===== config.mk =====
export PLATFORM = sky130hd
export DESIGN_NAME = fhpg_cordic_cell
export DESIGN_NICKNAME = d
export VERILOG_FILES = /design/src/hdl/fhpg_pkg.sv /design/src/hdl/fhpg_cordic_cell.sv
export SDC_FILE = /design/constraint.sdc
export NUM_CORES = 1
export LEC_CHECK = 0
export BUFFER_PORTS_ARGS = -buffer_cell sky130_fd_sc_hd__buf_2
export CAP_MARGIN = 20
export CORE_AREA = 2 2 233 235
export CTS_CLUSTER_DIAMETER = 150
export CTS_CLUSTER_SIZE = 8
export DETAILED_ROUTE_END_ITERATION = 6
export DIE_AREA = 0 0 235 237
export GPL_ROUTABILITY_DRIVEN = 0
export GPL_TIMING_DRIVEN = 0
export SLEW_MARGIN = 20
export SYNTH_ARGS = -nofsm -noshare
export SYNTH_HDL_FRONTEND = slang
export SYNTH_SLANG_ARGS = --single-unit

===== constraint.sdc =====
create_clock -name clk -period 3.1 [get_ports clk]
set_input_delay 0 -clock clk [delete_from_list [all_inputs] [get_ports clk]]
set_output_delay 0 -clock clk [all_outputs]
set_load 0.1 [all_outputs]

===== src/hdl/fhpg_pkg.sv =====
package fhpg_pkg;

  // Default build values.
  localparam int ANGLE_BITS_DEF    = 16;
  localparam int CORDIC_STAGES_DEF = 16;
  localparam int MAX_STAGES        = 24;

  // Width of the CORDIC x, y and z datapath.
  localparam int XY_W = 34;

  localparam logic signed [XY_W-1:0] GAIN_Q30 = 34'sd652032874;
  localparam logic signed [XY_W-1:0] ONE_Q30  = 34'sd1073741824;
  localparam logic signed [XY_W-1:0] HALF_TURN_Q = 34'sd536870912;

  // Register indexes on the configuration port.
  localparam logic [1:0] REG_LEFT   = 2'd0;
  localparam logic [1:0] REG_RIGHT  = 2'd1;
  localparam logic [1:0] REG_OFFSET = 2'd2;

  // Quadrant codes after angle reduction.
  localparam logic [1:0] QUAD_0 = 2'd0;
  localparam logic [1:0] QUAD_1 = 2'd1;
  localparam logic [1:0] QUAD_2 = 2'd2;

  // Arctangent of 2^-i in units of 2^-32 turn.
  localparam logic [31:0] ATAN_TURNS [0:MAX_STAGES-1] = '{
    32'd536870912, 32'd316933406, 32'd167458907, 32'd85005780, 32'd42667331,
    32'd21354465, 32'd10679838, 32'd5340245, 32'd2670163, 32'd1335087,
    32'd667544, 32'd333772, 32'd166886, 32'd83443, 32'd41722, 32'd20861,
    32'd10430, 32'd5215, 32'd2608, 32'd1304, 32'd652, 32'd326, 32'd163, 32'd81
  };

  // Sideband of one item carried along the CORDIC chain.
  typedef struct packed {
    logic signed [31:0] tx;
    logic signed [31:0] ty;
    logic signed [31:0] mx;
    logic signed [31:0] my;
    logic signed [31:0] fx;
    logic signed [31:0] fy;
    logic               is_right;
    logic               is_left;
    logic [1:0]         quad;
  } item_t;

  // Result of one item leaving the geometry pipeline.
  typedef struct packed {
    logic signed [31:0] gx;
    logic signed [31:0] gy;
    logic               proj;
    logic               known;
  } result_t;

endpackage


===== src/hdl/fhpg_cordic_cell.sv =====
module fhpg_cordic_cell #(
  parameter int STAGE = 0
) (
  input  logic                                clk,
  input  logic                                rst_n,
  input  logic                                en,
  input  logic                                in_vld,
  input  logic signed [fhpg_pkg::XY_W-1:0]    in_x,
  input  logic signed [fhpg_pkg::XY_W-1:0]    in_y,
  input  logic signed [fhpg_pkg::XY_W-1:0]    in_z,
  input  fhpg_pkg::item_t                     in_item,
  output logic                                vld_r,
  output logic signed [fhpg_pkg::XY_W-1:0]    x_r,
  output logic signed [fhpg_pkg::XY_W-1:0]    y_r,
  output logic signed [fhpg_pkg::XY_W-1:0]    z_r,
  output fhpg_pkg::item_t                     item_r
);

  localparam logic signed [fhpg_pkg::XY_W-1:0] ATAN =
    $signed({2'b00, fhpg_pkg::ATAN_TURNS[STAGE]});

  logic signed [fhpg_pkg::XY_W-1:0] x_nxt;
  logic signed [fhpg_pkg::XY_W-1:0] y_nxt;
  logic signed [fhpg_pkg::XY_W-1:0] z_nxt;

  // One rotation step, direction set by the sign of the residual angle.
  always_comb begin
    if (in_z >= 0) begin
      x_nxt = in_x - (in_y >>> STAGE);
      y_nxt = in_y + (in_x >>> STAGE);
      z_nxt = in_z - ATAN;
    end else begin
      x_nxt = in_x + (in_y >>> STAGE);
      y_nxt = in_y - (in_x >>> STAGE);
      z_nxt = in_z + ATAN;
    end
  end

  always_ff @(posedge clk) begin
    if (!rst_n) begin
      vld_r <= 1'b0;
    end else if (en) begin
      vld_r <= in_vld;
    end
  end

  always_ff @(posedge clk) begin
    if (en) begin
      x_r    <= x_nxt;
      y_r    <= y_nxt;
      z_r    <= z_nxt;
      item_r <= in_item;
    end
  end

endmodule


==> out/qor.csv <==
stage;metric;value;unit
clock_tree;CTS tree;done;
hold_path;type of the tightest min-delay check;in2reg;
cells_and_area;layout cell share with drive strength beyond 1;33.3;%
clock_tree;H-tree Lvls;2;
clock_tree;CTS clk-pin slew, worst paths;0.05;ns
cells_and_area;multi-input logic area;0.00563;sq mm
detailed_routing;initial DRC count;1416;
global_routing;global-route usage over all layers;26.4;%
synth;#FFs+latches synth;298;
critical_path;crit-path max FO;12;
clock_tree;worst-case clock buffer depth;3;
run;max cap viols;0;
critical_path;reg-to-reg endpoint;vld_r;
detailed_routing;Vias;14488;
power_and_ir_drop;leakage;9.74;nW
detailed_routing;Detailed Routing Iterations Pass 1;6;
place;hpwl dp;59800;microns
status;failing checks;setup timing;
cells_and_area;Area growth syn-to-layout;49.2;%
cells_and_area;register area;0.00894;sq mm
floorplan;Initial Utilization;28.6;%
critical_path;Crit Path Category;in2reg;
synth;Ys Warns;0;
cells_and_area;# fillers;5060;
critical_path;Critical Path Start;in_z[13];
clock_tree;postcts setup bufs;0;
cells_and_area;most frequent cells in the layout;613 x buf_2, 297 x edfxtp_1, 229 x dlygate4sd3_1;
timing;skew final;0;ns
synth;Area contributors post-synth;edfxtp_1 59%, ha_1 8.5%, a21oi_1 3.8%;
detailed_routing;vias per cell;5.10;
synth;Synth Instances;1247;
timing;# setup viols final;1;
floorplan;core area;0.0533;sq mm
critical_path;R2R setup slack;1.93;ns
detailed_routing;Final ANT Viol Nets;0;
synth;area leader, netlist;edfxtp_1;
power_and_ir_drop;Worst IR Drop VDD;0.000483;V
critical_path;critical path launch point type;primary input;
timing;fin crit share;101;%
synth;Yosys cell types;83;
synth;main flop type after synthesis;edfxtp_1;
critical_path;arrival time worst endpoint;3.40;ns
timing;Slew HR;36.8;%
detailed_routing;Routed WL per cell;26.8;microns
timing;Slew Viols, Final;0;
global_routing;GR Overflow Total;0;
synth;Avg Inst Size Synth;12.2;sq um
floorplan;number of core rows;85;
status;status;finished, violations left;
cells_and_area;nets;2533;
synth;Syn Std Cell Area;0.0152;sq mm
place;# port buffers;600;
floorplan;Die ar.;0.0557;sq mm
global_routing;largest net degree at the start of global routing;95;
clock_tree;Root Driver;clkbuf_16;
global_routing;initial antenna violation count;21;
synth;Synth top area share;58.6;%
floorplan;Die X;235;microns
floorplan;# IOs;601;
critical_path;reg2reg start;vld_r;
detailed_routing;Post-route DRC;0;
detailed_routing;final wirelength;76300;microns
timing;min Tclk post-route;3.12;ns
synth;number of synthesized flops with an enable pin;297;
timing;setup_tns;-0.0239;ns
synth;Synthesized Nets;1656;
critical_path;WP data required;3.38;ns
timing;min setup slack post-route;-0.0239;ns
critical_path;Crit. End Element;flop;
timing;worst slew pin tran;0.948;ns
critical_path;Critical Path End;z_r[32];
power_and_ir_drop;PwrDens;658;mW/mm^2
synth;register area share after synthesis;58.7;%
hold_path;WHS Path Cells;3;
global_routing;first-pass GRT wire length;106000;microns
timing;fmax;320;MHz
synth;fraction of registers with async set or reset after synthesis;0;%
timing;final hold vios;0;
floorplan;Die Height;237;microns
cells_and_area;most common cell after layout, fill and taps aside;buf_2;
clock_tree;CTS Sinks;298;
clock_tree;Clk Latency, worst-skew pair;0.55;ns
global_routing;number of global-route vias before repair;14509;
clock_tree;total CTS buffers;43;
place;pre-CTS setup slack;-0.462;ns
critical_path;reg2reg path depth;3;
[worst min-delay path by stage]
stage | startpoint | to
final | in_y[0] | x_r[0]
after global routing | in_y[0] | x_r[0]
after detailed placement | in_item[186] | item_r[186]
after CTS | in_y[1] | x_r[1]
after floorplan | in_item[0] | item_r[0]
after global placement | in_item[51] | item_r[51]
[final cells by class]
type                    count  area share (%)
flip-flops and latches    298            39.4
multi-input cells         788            24.8
repair buffers            832            23.7
clock buffers              52            4.98
well taps                 696            3.84
inverters                 111            1.84
plain buffers              50            1.12
clock inverters             3           0.149
diodes                     13           0.143
[state kept, by name, indices dropped and copies added, names as in the netlist]
register and count:
z_r 34, item_r 196, y_r 33, x_r 34, vld_r 1
[what timing repair did]
action / 4_1_cts / 5_1_grt
gates resized for setup: 0 / 8
hold buffers: 229 / 0
setup endpoints to repair: 0 / 6
endpoints found under the hold margin: 287 / 0
[kinds of logic after synthesis]
kind of cell | after synthesis | share of synthesized area (%)
compound gates | 330 | 14.3
fa+ha+maj | 107 | 9.00
simple gates | 267 | 8.63
buf+inv | 161 | 4.37
xor+xnor | 65 | 3.74
flops | 298 | 58.7
mux | 19 | 1.25
[synthesized netlist by cell type (6+ instances only)]
master      n
o21ai_1     6
xor2_1      9
nor2_1     88
o21bai_1   19
inv_1     110
a211oi_1    7
o211ai_1   10
o21ai_0    59
or3_1       9
nor2b_1    12
a21o_1     13
xnor2_1    56
buf_2      16
clkbuf_1   23
edfxtp_1  297
nor4_1     16
nand4_1    13
buf_4       7
or4_1       6
nand3_1    16
a21oi_1   115
o31ai_1    11
mux2i_1    19
a31oi_1     9
nor3_1     27
nand2b_1    7
ha_1      103
o21a_1     13
nand2_1    53
[report_power, final]
part	internal, mW	total (mW)	switching, mW
clock	2.53	4.33	1.80
sequential	4.94	5.05	0.117
combinational	1.10	5.56	4.46
[layer usage]
metal	share of wire, %	track usage [%]	wire length [microns]	up-vias
met2	46	42.5	35100	913
met4	4.7	11.5	3610	16
met1	39	32.8	29900	7016
met5	0.13	0	100	-
met3	10	8.01	7620	197
li1	-	-	-	6346
[stage by stage]
step	hold WS, ns	cell area, sq um	std cells	power (mW)	util (%)
2_1_floorplan	0.0989	15200	1247	9.05	-
3_3_place_gp	0.177	19100	2543	10.4	35.8
3_5_place_dp	0.178	19200	2546	10.4	36.0
4_1_cts	0.00906	22600	2830	15.0	42.5
5_1_grt	0.0228	22700	2835	15.4	42.6
6_report	0.0187	22700	2843	14.9	42.6
[critical path: stages]
cell,delay [ns]
dlygate4sd3_1,0.54
buf_2,0.14
nor4_1,0.37
nand2_1,0.20
nor3_1,0.22
nor2_1,0.08
inv_1,0.20
clkbuf_4,0.30
buf_4,0.26
ha_1,0.26
a21o_1,0.15
a21oi_1,0.16
xor2_1,0.50
Note: power is estimated with default switching activity, not from simulation.
